$ cat src/rtl/core/stid_pkg.sv
// Shared types and constants for the sliding template island detector.
`default_nettype none

package stid_pkg;

    localparam int TEMPLATE_BYTES = 25;
    localparam int WORD_COUNT     = 6;
    localparam int CFG_IDX_W      = 3;
    localparam int CFG_DATA_W     = 32;
    localparam int FILL_W         = 5;
    localparam int CNT_W          = 4;   // transitions inside one byte, 0..8
    localparam int GRP_W          = 6;   // one group of five bytes, 0..40
    localparam int GRP_BYTES      = 5;
    localparam int ISL_W          = 8;   // islands over the window, 0..200

    // Register indexes
    localparam logic [CFG_IDX_W-1:0] CFG_WORD0 = 3'd0;
    localparam logic [CFG_IDX_W-1:0] CFG_WORD5 = 3'd5;
    localparam logic [CFG_IDX_W-1:0] CFG_TAIL  = 3'd6;
    localparam logic [CFG_IDX_W-1:0] CFG_LIMIT = 3'd7;

    // Reset values of the template and the limit
    localparam logic [CFG_DATA_W-1:0] WORD_RESET [WORD_COUNT] = '{
        32'd3547562033, 32'd2209026197, 32'd1044942905,
        32'd3711645219, 32'd1781133488, 32'd3338189312
    };
    localparam logic [7:0] TAIL_RESET  = 8'd185;
    localparam logic [7:0] LIMIT_RESET = 8'd60;

    typedef logic [7:0] byte_t;
    typedef logic [TEMPLATE_BYTES-1:0][7:0] tmpl_t;

    typedef struct packed {
        logic valid;
        logic full;
    } stage_ctl_t;

endpackage

`default_nettype wire

$ cat src/rtl/core/stid_cfg_regs.sv
// Template and island limit configuration registers.
`default_nettype none

module stid_cfg_regs
    import stid_pkg::*;
(
    input  wire                   clk,
    input  wire                   rst_n,
    input  wire                   cfg_we,
    input  wire [CFG_IDX_W-1:0]   cfg_index,
    input  wire [CFG_DATA_W-1:0]  cfg_data,
    output tmpl_t                 tmpl,
    output logic [7:0]            limit
);

    logic [CFG_DATA_W-1:0] word_reg  [WORD_COUNT];
    logic [CFG_DATA_W-1:0] word_next [WORD_COUNT];
    logic [7:0]            tail_reg, tail_next;
    logic [7:0]            limit_reg, limit_next;

    always_comb
    begin
        word_next  = word_reg;
        tail_next  = tail_reg;
        limit_next = limit_reg;
        if (cfg_we)
        begin
            unique case (cfg_index)
                CFG_TAIL:  tail_next  = cfg_data[7:0];
                CFG_LIMIT: limit_next = cfg_data[7:0];
                default:   word_next[cfg_index] = cfg_data;  // CFG_WORD0 .. CFG_WORD5
            endcase
        end
    end

    always_ff @(posedge clk or negedge rst_n)
    begin
        if (!rst_n)
        begin
            word_reg  <= WORD_RESET;
            tail_reg  <= TAIL_RESET;
            limit_reg <= LIMIT_RESET;
        end
        else
        begin
            word_reg  <= word_next;
            tail_reg  <= tail_next;
            limit_reg <= limit_next;
        end
    end

    // Lower-numbered byte sits in the upper bits of its word.
    for (genvar k = 0; k < WORD_COUNT * 4; k++)
    begin : g_tbyte
        assign tmpl[k] = word_reg[k / 4][CFG_DATA_W-1-8*(k % 4) -: 8];
    end
    assign tmpl[TEMPLATE_BYTES-1] = tail_reg;

    assign limit = limit_reg;

endmodule

`default_nettype wire

$ cat src/rtl/core/stid_match_stage.sv
// Byte window shift line, fill counter and per-byte transition counts.
`default_nettype none

module stid_match_stage
    import stid_pkg::*;
#(
    parameter int WINDOW_BYTES = 25
)
(
    input  wire               clk,
    input  wire               rst_n,
    input  wire               in_valid,
    output logic              in_stall,
    input  wire [7:0]         data_byte,
    input  tmpl_t             tmpl,
    input  wire               down_ready,
    output stage_ctl_t        ctl,
    output logic [CNT_W-1:0]  cnt [WINDOW_BYTES]
);

    localparam int HIST = WINDOW_BYTES - 1;

    logic             accept;
    logic             full_now;
    byte_t            cur_bytes [WINDOW_BYTES];
    logic [CNT_W-1:0] cnt_next  [WINDOW_BYTES];
    logic [CNT_W-1:0] cnt_reg   [WINDOW_BYTES];
    logic             valid_reg, valid_next;
    logic             full_reg;

    assign in_stall = valid_reg && !down_ready;
    assign accept   = in_valid && !in_stall;

    if (HIST > 0)
    begin : g_hist
        byte_t             win_reg  [HIST];
        byte_t             win_next [HIST];
        logic [FILL_W-1:0] fill_reg, fill_next;

        assign full_now = (fill_reg == FILL_W'(HIST));

        // New byte enters at the young end; older bytes move toward index 0.
        always_comb
        begin
            win_next  = win_reg;
            fill_next = fill_reg;
            if (accept)
            begin
                for (int i = 0; i < HIST - 1; i++)
                begin
                    win_next[i] = win_reg[i+1];
                end
                win_next[HIST-1] = data_byte;
                if (!full_now)
                begin
                    fill_next = fill_reg + 1'b1;
                end
            end
        end

        always_ff @(posedge clk or negedge rst_n)
        begin
            if (!rst_n)
            begin
                win_reg  <= '{default: '0};
                fill_reg <= '0;
            end
            else
            begin
                win_reg  <= win_next;
                fill_reg <= fill_next;
            end
        end

        for (genvar i = 0; i < HIST; i++)
        begin : g_cur
            assign cur_bytes[i] = win_reg[i];
        end
        assign cur_bytes[HIST] = data_byte;
    end
    else
    begin : g_nohist
        assign full_now     = 1'b1;
        assign cur_bytes[0] = data_byte;
    end

    // Mismatch transitions inside each byte, with the last bit of the byte
    // before (or an implied match ahead of byte 0) as the starting point.
    always_comb
    begin
        byte_t            diff;
        byte_t            trans;
        logic             prev;
        logic [CNT_W-1:0] c;
        prev = 1'b0;
        for (int i = 0; i < WINDOW_BYTES; i++)
        begin
            diff  = cur_bytes[i] ^ tmpl[i];
            trans = diff ^ {prev, diff[7:1]};
            prev  = diff[0];
            c = '0;
            for (int b = 0; b < 8; b++)
            begin
                c = c + CNT_W'(trans[b]);
            end
            cnt_next[i] = c;
        end
    end

    always_comb
    begin
        valid_next = valid_reg;
        if (accept)
        begin
            valid_next = 1'b1;
        end
        else if (down_ready)
        begin
            valid_next = 1'b0;
        end
    end

    always_ff @(posedge clk or negedge rst_n)
    begin
        if (!rst_n)
        begin
            valid_reg <= 1'b0;
        end
        else
        begin
            valid_reg <= valid_next;
        end
    end

    always_ff @(posedge clk)
    begin
        if (accept)
        begin
            full_reg <= full_now;
            cnt_reg  <= cnt_next;
        end
    end

    assign ctl.valid = valid_reg;
    assign ctl.full  = full_reg;
    assign cnt       = cnt_reg;

endmodule

`default_nettype wire

$ cat src/rtl/core/stid_group_sum.sv
// Partial island sums over groups of five bytes.
`default_nettype none

module stid_group_sum
    import stid_pkg::*;
#(
    parameter int WINDOW_BYTES = 25
)
(
    input  wire               clk,
    input  wire               rst_n,
    input  stage_ctl_t        up_ctl,
    input  wire [CNT_W-1:0]   cnt [WINDOW_BYTES],
    output logic              up_ready,
    input  wire               down_ready,
    output stage_ctl_t        ctl,
    output logic [GRP_W-1:0]  grp [(WINDOW_BYTES + GRP_BYTES - 1) / GRP_BYTES]
);

    localparam int GROUPS = (WINDOW_BYTES + GRP_BYTES - 1) / GRP_BYTES;

    logic             load;
    logic             valid_reg, valid_next;
    logic             full_reg;
    logic [GRP_W-1:0] grp_next [GROUPS];
    logic [GRP_W-1:0] grp_reg  [GROUPS];

    assign up_ready = !valid_reg || down_ready;
    assign load     = up_ctl.valid && up_ready;

    always_comb
    begin
        logic [GRP_W-1:0] s;
        for (int g = 0; g < GROUPS; g++)
        begin
            s = '0;
            for (int j = 0; j < GRP_BYTES; j++)
            begin
                if (g * GRP_BYTES + j < WINDOW_BYTES)
                begin
                    s = s + GRP_W'(cnt[g * GRP_BYTES + j]);
                end
            end
            grp_next[g] = s;
        end
    end

    always_comb
    begin
        valid_next = valid_reg;
        if (load)
        begin
            valid_next = 1'b1;
        end
        else if (down_ready)
        begin
            valid_next = 1'b0;
        end
    end

    always_ff @(posedge clk or negedge rst_n)
    begin
        if (!rst_n)
        begin
            valid_reg <= 1'b0;
        end
        else
        begin
            valid_reg <= valid_next;
        end
    end

    always_ff @(posedge clk)
    begin
        if (load)
        begin
            full_reg <= up_ctl.full;
            grp_reg  <= grp_next;
        end
    end

    assign ctl.valid = valid_reg;
    assign ctl.full  = full_reg;
    assign grp       = grp_reg;

endmodule

`default_nettype wire

$ cat src/rtl/core/stid_score_stage.sv
// Final island count, limit compare and result register.
`default_nettype none

module stid_score_stage
    import stid_pkg::*;
#(
    parameter int WINDOW_BYTES = 25
)
(
    input  wire               clk,
    input  wire               rst_n,
    input  stage_ctl_t        up_ctl,
    input  wire [GRP_W-1:0]   grp [(WINDOW_BYTES + GRP_BYTES - 1) / GRP_BYTES],
    input  wire [7:0]         limit,
    output logic              up_ready,
    output logic              out_valid,
    input  wire               out_stall,
    output logic              window_full,
    output logic [ISL_W-1:0]  island_count,
    output logic              detected
);

    localparam int GROUPS = (WINDOW_BYTES + GRP_BYTES - 1) / GRP_BYTES;

    logic             load;
    logic [ISL_W-1:0] total;
    logic             valid_reg, valid_next;
    logic             full_reg;
    logic [ISL_W-1:0] count_reg;
    logic             det_reg;

    assign up_ready = !valid_reg || !out_stall;
    assign load     = up_ctl.valid && up_ready;

    always_comb
    begin
        total = '0;
        for (int g = 0; g < GROUPS; g++)
        begin
            total = total + ISL_W'(grp[g]);
        end
    end

    always_comb
    begin
        valid_next = valid_reg;
        if (load)
        begin
            valid_next = 1'b1;
        end
        else if (!out_stall)
        begin
            valid_next = 1'b0;
        end
    end

    always_ff @(posedge clk or negedge rst_n)
    begin
        if (!rst_n)
        begin
            valid_reg <= 1'b0;
        end
        else
        begin
            valid_reg <= valid_next;
        end
    end

    // Results before the window is full report all zero.
    always_ff @(posedge clk)
    begin
        if (load)
        begin
            full_reg  <= up_ctl.full;
            count_reg <= up_ctl.full ? total : '0;
            det_reg   <= up_ctl.full && (total < limit);
        end
    end

    assign out_valid    = valid_reg;
    assign window_full  = full_reg;
    assign island_count = count_reg;
    assign detected     = det_reg;

endmodule

`default_nettype wire

$ cat src/rtl/core/sliding_template_island_detector_core.sv
// Result path: an accepted byte is registered in the match, group sum and score
//   registers in turn before out_valid rises.
// Throughput: one byte per cycle; a new transfer is taken every cycle the output
//   is not stalled, set by the three-register pipeline with per-stage valid bits.
// Reset (rst_n low, async): pipeline empty, window zero, fill count zero,
//   template and island limit back to their default values.
// Top level of the sliding template island detector.
`default_nettype none

module sliding_template_island_detector_core
    import stid_pkg::*;
#(
    parameter int WINDOW_BYTES = 25
)
(
    input  wire                   clk,
    input  wire                   rst_n,

    // Input channel: one demodulated byte per transfer
    input  wire                   in_valid,
    output logic                  in_stall,
    input  wire [7:0]             data_byte,

    // Output channel: one result per input transfer
    output logic                  out_valid,
    input  wire                   out_stall,
    output logic                  window_full,
    output logic [ISL_W-1:0]      island_count,
    output logic                  detected,

    // Configuration write port
    input  wire                   cfg_we,
    input  wire [CFG_IDX_W-1:0]   cfg_index,
    input  wire [CFG_DATA_W-1:0]  cfg_data
);

    localparam int GROUPS = (WINDOW_BYTES + GRP_BYTES - 1) / GRP_BYTES;

    tmpl_t            tmpl;
    logic [7:0]       limit;

    stage_ctl_t       s1_ctl;
    stage_ctl_t       s2_ctl;
    logic             s2_ready;
    logic             s3_ready;
    logic [CNT_W-1:0] s1_cnt [WINDOW_BYTES];
    logic [GRP_W-1:0] s2_grp [GROUPS];

    // Template bytes and island limit; to be written only while the pipeline is idle (not enforced here).
    stid_cfg_regs u_cfg
    (
        .clk       (clk),
        .rst_n     (rst_n),
        .cfg_we    (cfg_we),
        .cfg_index (cfg_index),
        .cfg_data  (cfg_data),
        .tmpl      (tmpl),
        .limit     (limit)
    );

    // Stage 1: the window shifts on each transfer; the byte just taken plus
    // the held history is compared with the template and each byte's
    // match/mismatch transitions are counted.
    stid_match_stage #(
        .WINDOW_BYTES (WINDOW_BYTES)
    ) u_match
    (
        .clk        (clk),
        .rst_n      (rst_n),
        .in_valid   (in_valid),
        .in_stall   (in_stall),
        .data_byte  (data_byte),
        .tmpl       (tmpl),
        .down_ready (s2_ready),
        .ctl        (s1_ctl),
        .cnt        (s1_cnt)
    );

    // Stage 2: per-byte counts folded into groups of five.
    stid_group_sum #(
        .WINDOW_BYTES (WINDOW_BYTES)
    ) u_group
    (
        .clk        (clk),
        .rst_n      (rst_n),
        .up_ctl     (s1_ctl),
        .cnt        (s1_cnt),
        .up_ready   (s2_ready),
        .down_ready (s3_ready),
        .ctl        (s2_ctl),
        .grp        (s2_grp)
    );

    // Stage 3: total island count, limit compare, output register.
    stid_score_stage #(
        .WINDOW_BYTES (WINDOW_BYTES)
    ) u_score
    (
        .clk          (clk),
        .rst_n        (rst_n),
        .up_ctl       (s2_ctl),
        .grp          (s2_grp),
        .limit        (limit),
        .up_ready     (s3_ready),
        .out_valid    (out_valid),
        .out_stall    (out_stall),
        .window_full  (window_full),
        .island_count (island_count),
        .detected     (detected)
    );

endmodule

`default_nettype wire
$ cat config.mk
export PLATFORM = sky130hd
export DESIGN_NAME = sliding_template_island_detector_core
export DESIGN_NICKNAME = d
export VERILOG_FILES = /design/src/rtl/core/stid_pkg.sv /design/src/rtl/core/stid_cfg_regs.sv /design/src/rtl/core/stid_match_stage.sv /design/src/rtl/core/stid_group_sum.sv /design/src/rtl/core/stid_score_stage.sv /design/src/rtl/core/sliding_template_island_detector_core.sv
export SDC_FILE = /design/constraint.sdc
export NUM_CORES = 1
export LEC_CHECK = 0
export BUFFER_PORTS_ARGS = -buffer_cell sky130_fd_sc_hd__buf_2
export CAP_MARGIN = 20
export CORE_MARGIN = 10
export CORE_UTILIZATION = 50
export CTS_CLUSTER_SIZE = 40
export DETAILED_ROUTE_END_ITERATION = 16
export GPL_TIMING_DRIVEN = 1
export PLACE_DENSITY = 0.66
export RECOVER_POWER = 50
export SLEW_MARGIN = 20
export SYNTH_ARGS = -nofsm -noshare
export SYNTH_HDL_FRONTEND = slang
export SYNTH_HIERARCHICAL = 1
export SYNTH_SLANG_ARGS = --single-unit
$ cat constraint.sdc
create_clock -name clk -period 4.7 [get_ports clk]
set_input_delay 0.94 -clock clk [delete_from_list [all_inputs] [get_ports clk]]
set_output_delay 0.94 -clock clk [all_outputs]
set_load 0.02 [all_outputs]
# Word level (Yosys, flattened, before mapping)
# Index checks and enable logic that the tools add are counted.
[word_totals]
regBits = 550
inputBits = 48
elab_cells = 360
[op_classes]
n_eq_ne = 4
n_addsub = 200
mux = 9
bitwise_logic = 53
order_cmp = 3
n_reduce_logical = 20
[op_table]
columns = ["cell", "n"]
rows = [
  ["$add A4 B1 Y4", 150],
  ["$xor A8 B8 Y8", 49],
  ["$bwmux W192", 1],
  ["$demux W32 S3", 1],
  ["$add A6 B4 Y6", 15],
  ["$add A1 B1 Y2", 25],
  ["$mux W32", 1],
  ["$add A4 B4 Y5", 5],
  ["$add A8 B6 Y8", 3],
  ["$lt A8 B8 Y1", 1],
  ["$reduce_and A2 Y1", 4],
  ["$xor A8 B7 Y8", 1],
  ["$add A6 B6 Y7", 1],
  ["$eq A3 B3 Y1 const B", 2],
  ["$logic_and A1 B1 Y1", 6],
  ["$mux W1", 6],
  ["$add A5 B1 Y5 const B", 1],
  ["$eq A5 B5 Y1 const B", 1],
  ["$logic_not A1 Y1", 5],
  ["$ge A4 B4 Y1 const B", 1],
  ["$lt A4 B1 Y1 const B", 1],
  ["$not A3 Y4", 1],
  ["$reduce_bool A2 Y1", 2],
  ["$logic_or A1 B1 Y1", 2],
  ["other kinds (3)", 4],
]

# Depth between registers and ports, before layout
# Gate-level depths: netlist of the first run.
[depth]
word_depth = 9
mapped_depth = 17
depth_no_buf = 17

# Hierarchy
# The synthesis of the first run kept the hierarchy.
[by_module_without_submodules]
columns = ["module", "cells_each", "area_per_inst_um2", "n_inst", "seq_area_each_um2"]
rows = [
  ["stid_match_stage", 1350, 18343.8, 1, 7987.7],
  ["stid_cfg_regs", 449, 7955.1, 1, 5323.9],
  ["stid_group_sum", 293, 3308.2, 1, 955.9],
  ["stid_score_stage", 151, 1436.4, 1, 325.3],
]

# Least setup slack after synthesis of the first run
# Ideal clock, no wire load.
[synth_timing]
path_type = "register to register"
startpoint = "register u_group.grp_reg, in the netlist u_group/grp[7]"
endpoint = "register u_score.det_reg, in the netlist u_score/detected, data pin"
stages_incl_launch_ff = 17
arrival_time_ns = 3.900
slack_ns = 0.631
t_required_ns = 4.531
cell_sequence = "edfxtp_1 inv_1 fa_1 fa_1 fa_1 inv_1 ha_1 inv_1 fa_1 nand2b_1 a2111o_1 o211ai_2 ha_1 and4_1 o21ai_0 nor3_1 nor4b_2"
[synth_via]
elab_chain_len = 4
[synth_lines]
columns = ["element", "line_no", "source"]
rows = [
  ["start, declared", "stid_group_sum.sv:26", "logic [GRP_W-1:0] grp_reg [GROUPS];"],
  ["start signal, assigned", "stid_group_sum.sv:78", "grp_reg <= grp_next;"],
  ["$add A8 B6 Y8 (2 in series)", "stid_score_stage.sv:40", "total = total + ISL_W'(grp[g]);"],
  ["named net u_score.total[7]", "stid_score_stage.sv:26", "logic [ISL_W-1:0] total;"],
  ["$lt A8 B8 Y1", "stid_score_stage.sv:76", "det_reg <= up_ctl.full && (total < limit);"],
  ["$logic_and A1 B1 Y1", "stid_score_stage.sv:76", ""],
  ["end signal, assigned", "stid_score_stage.sv:76", ""],
  ["end, declared", "stid_score_stage.sv:30", "logic det_reg;"],
]
# The timed path passes the listed nets, and every way through them passes these cells.
# A chain may end at the register's enable or synchronous reset.

# Worst setup path after layout of the first run
# Ends and elaborated chain as after synthesis.

==> metrics.csv, run 1 <==
stage,metric,value,unit
status,status,finished with violations,
status,violations,"capacitance limit, slew limit",
logic_synthesis,ys_seq_area_share,47.0,%
logic_synthesis,synth_top_area_share,25.2,%
clock_tree,path_clk_slew,0.06,ns
sta,fin_tns_setup,0,ns
worst_setup_path,worst_path_max_delay_cell,fa_1,
floorplan,design.core.area,61600,µm²
route,via_per_inst,5.07,
place,dpl_cell_area,32200,µm²
place,gp_congestion,0.835,
min_path,holdCritPathClass,reg2reg,
sta,setup_violations,0,
sta,finClkSkew,0.0184,ns
final_layout,syn_to_final_growth,10.1,%
sta,period_minus_slack,4.33,ns
logic_synthesis,synth_area_per_cell,13.8,µm²
logic_synthesis,synthFlopType,dfrtp_1,
logic_synthesis,synth_edf_count,142,
global_routing,grt_pass1_wl,110,mm
logic_synthesis,postSynthCellCount,2243,
logic_synthesis,yosys_warnings,6,
clock_tree,insertion_delay,0.64,ns
sta,clock.fmax,231,MHz
sta,slew_viol_final,277,
logic_synthesis,netlist.top_cell.by_area,dfrtp_1,
logic_synthesis,ys_ff_latch,550,
sta,whs,0.421,ns
place,hpwl,50.3,mm
worst_setup_path,crit_path_end_kind,flop,
clock_tree,cts_resized,0,
clock_tree,post_cts_buffers,0,
clock_tree,cts_buffer_depth,3,
floorplan,die_w,269,µm
worst_setup_path,critPathMaxStageDelay,0.51,ns
logic_synthesis,syn_area,31000,µm²
final_layout,nets,2681,
clock_tree,cts_sinks,550,
sta,rsz0062_at_grt,no,
final_layout,layoutNonFillerInstCount,3228,
worst_setup_path,worst-setup-path-type,reg2reg,
global_routing,grt_pass1_vias,18100,
clock_tree,cts_tree,built,
global_routing,grtUsageTotal,19.9,%
job,drv_cap,6,
global_routing,antenna_found_initial,13,
place,numPortBuffers,59,
floorplan,start_util,50.4,%
worst_setup_path,crit_arrival,4.78,ns
global_routing,overflow,0,
route,ant_nets,0,
worst_setup_path,worstPathCellList,"inv_1, fa_1, fa_1, fa_1, inv_1, ha_1, inv_1, fa_1, nand2b_1, a2111o_1, o211ai_2, ha_1, and4_1, o21ai_0, nor3_1, nor4b_2",
logic_synthesis,ys_types,46,
route,vias,16400,
floorplan,chipHeight,269,µm
clock_tree,cts_made_buffers,61,
worst_setup_path,critical_path.startpoint_type,flop,
route,wl_per_cell,22.1,µm
floorplan,pin_count,60,
worst_setup_path,worst-path-max-fanout,3,
logic_synthesis,synthTopCellsByArea,"dfrtp_1, edfxtp_1, mux2_2",
sta,worst_pin_slew,3.12,ns
sta,post-route-period-util,92.1,%
floorplan,rows,91,
clock_tree,cts_htree_levels,2,
route,first_iter_violations,1001,
route,routed_wl,71.4,mm
sta,slew_headroom,-108,%
logic_synthesis,syn_nets,2591,
clock_tree,holdBufCountCts,0,
final_layout,drive_above_1_share,28.2,%
global_routing,grt_max_degree,115,
worst_setup_path,cp.required,5.15,ns
place,dp_cells,3107,
final_layout,postLayoutCellArea,34200,µm²
sta,hold_violations,0,
route,drc,0,
floorplan,die_area,72500,µm²
worst_setup_path,critical_path.most_common_cell,fa_1,
clock_tree,cts_root_buffer,clkbuf_16,
logic_synthesis,synthArstFlopShare,74.2,%
route,firstDrtPassIters,6,
## layer usage
metal | vias to the layer above | wire (µm) | global-route usage [%]
met1 | 8515 | 33700 | 28.3
li1 | 7417 | - | -
met2 | 309 | 31800 | 30.2
met3 | 118 | 3310 | 3.33
met5 | - | 0 | 0
met4 | 0 | 2500 | 7.88
## cells by family after synthesis
kind of cell | after synthesis | synth area share [%]
DFF | 550 | 47.0
buffers and inverters | 402 | 5.63
AOI/OAI and AO/OA | 53 | 1.17
muxes | 403 | 15.4
adders and majority gates | 300 | 16.3
and+or+nand+nor | 89 | 1.91
xor gates and xnor gates | 446 | 12.6
## synthesized netlist by cell type, types with 4 or more instances
cell type  count
a21o_1         5
a21oi_1       29
a21oi_2       11
and2_1         9
buf_2         14
buf_4         12
buf_6         23
dfrtp_1      313
dfstp_2       95
edfxtp_1     142
fa_1         172
ha_1         128
inv_1        350
mux2_1        10
mux2_2       322
mux2_4        69
nand2_1        6
nand2b_1      11
nand3_1        4
nand4b_1       4
nor2_1        10
nor2b_1       26
xnor2_1      354
xor2_1        92
## cell usage in the layout, fill, tap and decap left out, types with 65 or more instances in the layout
| cell | instances |
|---|---|
| mux2_2 | 322 |
| xor2_1 | 92 |
| fa_1 | 172 |
| inv_1 | 350 |
| ha_1 | 128 |
| dfrtp_1 | 313 |
| xnor2_1 | 354 |
| edfxtp_1 | 142 |
| dfstp_2 | 95 |
| clkbuf_16 | 65 |
## layout make-up
class	count	area [µm²]
tap	837	1050
antenna	6	15.0
clock buffer	91	1880
multi-input combinational	1291	14700
timing repair buffer	78	464
fill	5046	27400
inverter	351	1330
sequential	550	14600
clock inverter	24	166
## stage by stage
step | utilization [%] | setup WS [ns]
3_5_place_dp | 52.4 | 0.363
6_report | 55.5 | 0.373
2_1_floorplan | - | 0.631
4_1_cts | 55.7 | 0.357
5_1_grt | 55.5 | 0.119
3_3_place_gp | 52.4 | 0.468
## final timing paths
| kind | from | to | slack (ns) | cells after the start |
|---|---|---|---|---|
| min | u_match/full_reg$_DFFE_PP_ | u_group/full_reg$_DFFE_PP_ | 0.42 | 0 |
| min reg2reg | u_match/full_reg$_DFFE_PP_ | u_group/full_reg$_DFFE_PP_ | 0.42 | 0 |
| max | u_group/grp[7]$_DFFE_PP_ | u_score/detected$_DFFE_PP_ | 0.37 | 16 |
| max in group asynchronous | rst_n | u_cfg/tmpl[155]$_DFFE_PN0P_ | 0.81 | 2 |
| min in group asynchronous | rst_n | u_match/g_hist.fill_reg[3]$_DFFE_PN0P_ | 1.32 | 1 |
| max reg2reg | u_group/grp[7]$_DFFE_PP_ | u_score/detected$_DFFE_PP_ | 0.37 | 16 |
## critical path: cells and delay by family (launching register included)
family	cells	cell delay [ns]
buffers and inverters	3	0.22
DFF	1	0.36
AOI/OAI and AO/OA	3	0.59
adders and majority gates	6	2.25
and+or+nand+nor	4	0.73
Power of run 1 is left out: the tool's default activity adds up to more than one toggle a clock period on the data nets, which glitch-free logic cannot reach.
==> run 2, diff against run 1 <==
Settings changed: CORE_ASPECT_RATIO set to 0.5.
==> metrics.csv, run 2 (synthesized netlist as in run 1, its figures left out) <==
stage,metric,value,unit,change
route,wl_per_cell,21.8,µm,-1.4%
final_layout,syn_to_final_growth,8.84,%,
min_path,holdCritPathClass,reg2reg,,
floorplan,die_area,73100,µm²,+0.84%
floorplan,pin_count,60,,unchanged
worst_setup_path,r2r_slack,0.38,ns,about the same
final_layout,layout_commonest_cell,xnor2_1,,
global_routing,grt_pass1_vias,16800,,-7.2%
worst_setup_path,r2r-start,u_group/grp[7]$_DFFE_PP_,,
worst_setup_path,worstReg2RegEnd,u_score/detected$_DFFE_PP_,,
worst_setup_path,critical_path.startpoint_type,flop,,
clock_tree,cts_root_buffer,clkbuf_16,,
sta,post-route-period-util,92.0,%,about the same
route,drc,0,,unchanged
status,violations,"capacitance limit, slew limit",,
worst_setup_path,worstPathCellList,"inv_1, fa_1, fa_1, fa_1, inv_1, ha_1, inv_1, fa_1, nand2b_1, a2111o_1, o211ai_2, ha_1, and4_1, o21ai_0, nor3_1, nor4b_2",,
sta,hold_violations,0,,unchanged
worst_setup_path,r2r_cells,16,,unchanged
global_routing,antenna_found_initial,13,,unchanged
worst_setup_path,crit_arrival,4.73,ns,-0.05 ns
worst_setup_path,worst-path-max-fanout,3,,unchanged
worst_setup_path,cp.required,5.11,ns,-0.04 ns
job,drv_cap,7,,+1
sta,finClkSkew,0.0163,ns,-0.00211 ns
status,status,finished with violations,,
final_layout,multi_input_area,14700,µm²,+0.29%
route,routed_wl,69.6,mm,-2.4%
sta,period_minus_slack,4.32,ns,-0.00195 ns
place,hpwl,48.9,mm,-2.9%
floorplan,design.core.area,61300,µm²,-0.55%
floorplan,die_w,372,µm,+38%
global_routing,overflow,0,,unchanged
global_routing,grt_max_degree,99,,-14%
clock_tree,insertion_delay,0.58,ns,-0.06 ns
min_path,min_to,u_group/full_reg$_DFFE_PP_,,
worst_setup_path,cp.buffers_inverters,3,,unchanged
final_layout,nets,2673,,-0.30%
sta,clock.fmax,231,MHz,about the same
worst_setup_path,critical_path.most_common_cell,fa_1,,
worst_setup_path,crit_path_end_kind,flop,,
floorplan,rows,64,,-30%
clock_tree,cts_buffer_depth,3,,unchanged
sta,slew_viol_final,294,,+6.1%
worst_setup_path,worst-setup-path-type,reg2reg,,
sta,rsz0062_at_grt,no,,
route,vias,16000,,-2.0%
clock_tree,post_cts_buffers,0,,unchanged
clock_tree,cts_resized,0,,unchanged
worst_setup_path,cp_top_family,adder cells,,
global_routing,grtUsageTotal,19.4,%,-0.58 points
clock_tree,cts_made_buffers,52,,-15%
sta,worst_pin_slew,2.70,ns,-0.413 ns
route,ant_nets,0,,unchanged
final_layout,regArea,14600,µm²,unchanged
worst_setup_path,worst_path_max_delay_cell,fa_1,,
clock_tree,path_clk_slew,0.06,ns,about the same
route,via_per_inst,5.02,,-0.94%
clock_tree,cts_htree_levels,2,,unchanged
global_routing,grt_pass1_wl,106,mm,-3.9%
min_path,holdCritStartpoint,u_match/full_reg$_DFFE_PP_,,
sta,fin_tns_setup,0,ns,unchanged
floorplan,chipHeight,196,µm,-27%
sta,setup_violations,0,,unchanged
floorplan,start_util,50.7,%,+0.28 points
final_layout,drive_above_1_share,27.5,%,-0.76 points
place,dpl_cell_area,32200,µm²,about the same
clock_tree,cts_sinks,550,,unchanged
place,gp_congestion,0.816,,-2.3%
worst_setup_path,cp.depth,16,,unchanged
route,firstDrtPassIters,5,,-1
place,numPortBuffers,59,,unchanged
min_path,min_delay_path_depth,0,,unchanged
clock_tree,cts_tree,built,,
route,first_iter_violations,974,,-2.7%
final_layout,fillers,5016,,-0.59%
sta,slew_headroom,-80.2,%,+28 points
final_layout,final_cell_mix,"xnor2_1, inv_1, mux2_2",,
clock_tree,holdBufCountCts,0,,unchanged
final_layout,postLayoutCellArea,33800,µm²,-1.1%
worst_setup_path,critPathMaxStageDelay,0.52,ns,about the same
run 2: changes by cell type in the layout (fill, tap and decap cells not counted), sizes merged:
cell and change:
bufinv +2, clkbuf -6, clkinv -9, clkinvlp -1, buf -1, diode -4
inv -3
run 2: worst max path at each step:
stage / start / endpoint
5_1_grt: u_group/grp[7]$_DFFE_PP_ / u_score/detected$_DFFE_PP_
2_1_floorplan: u_group/grp[7]$_DFFE_PP_ / u_score/detected$_DFFE_PP_
3_5_place_dp: u_group/grp[7]$_DFFE_PP_ / u_score/detected$_DFFE_PP_
6_report: u_group/grp[7]$_DFFE_PP_ / u_score/detected$_DFFE_PP_
4_1_cts: u_group/grp[7]$_DFFE_PP_ / u_score/detected$_DFFE_PP_
3_3_place_gp: u_group/grp[7]$_DFFE_PP_ / u_score/detected$_DFFE_PP_
run 2: worst register-to-register path, cell delays in order (launching register included):
cell	delay (ns)
edfxtp_1	0.37
inv_1	0.09
fa_1	0.43
fa_1	0.52
fa_1	0.41
inv_1	0.07
ha_1	0.16
inv_1	0.06
fa_1	0.44
nand2b_1	0.20
a2111o_1	0.43
o211ai_2	0.09
ha_1	0.28
and4_1	0.20
o21ai_0	0.08
nor3_1	0.09
nor4b_2	0.24
run 2: routing by layer:
metal  track usage (%)  vias up  wire length, µm
met5                 0        -                0
met2              29.1      294            30400
met3              3.89       70             3950
li1                  -     7390                -
met1              28.8     8280            33900
met4              4.07        0             1420
run 2: per-stage QoR:
stage,worst slack [ns],std cells,util [%],hold slack (ns)
3_5_place_dp,0.360,3096,52.6,0.410
3_3_place_gp,0.485,3096,52.6,0.407
5_1_grt,0.166,3192,55.1,0.434
6_report,0.375,3194,55.2,0.422
2_1_floorplan,0.631,2243,-,0.446
4_1_cts,0.372,3192,55.3,0.422
run 2: area by class of cell:
| cell class | count | share of cell area, % |
|---|---|---|
| multi-input combinational | 1291 | 43.6 |
| sequential | 550 | 43.2 |
| clock buffer | 83 | 4.56 |
| inverter | 351 | 3.92 |
| tap | 825 | 3.05 |
| timing repair buffer | 79 | 1.32 |
| clock inverter | 13 | 0.363 |
| antenna | 2 | 0.0148 |
Power of run 2 is left out for the same reason.
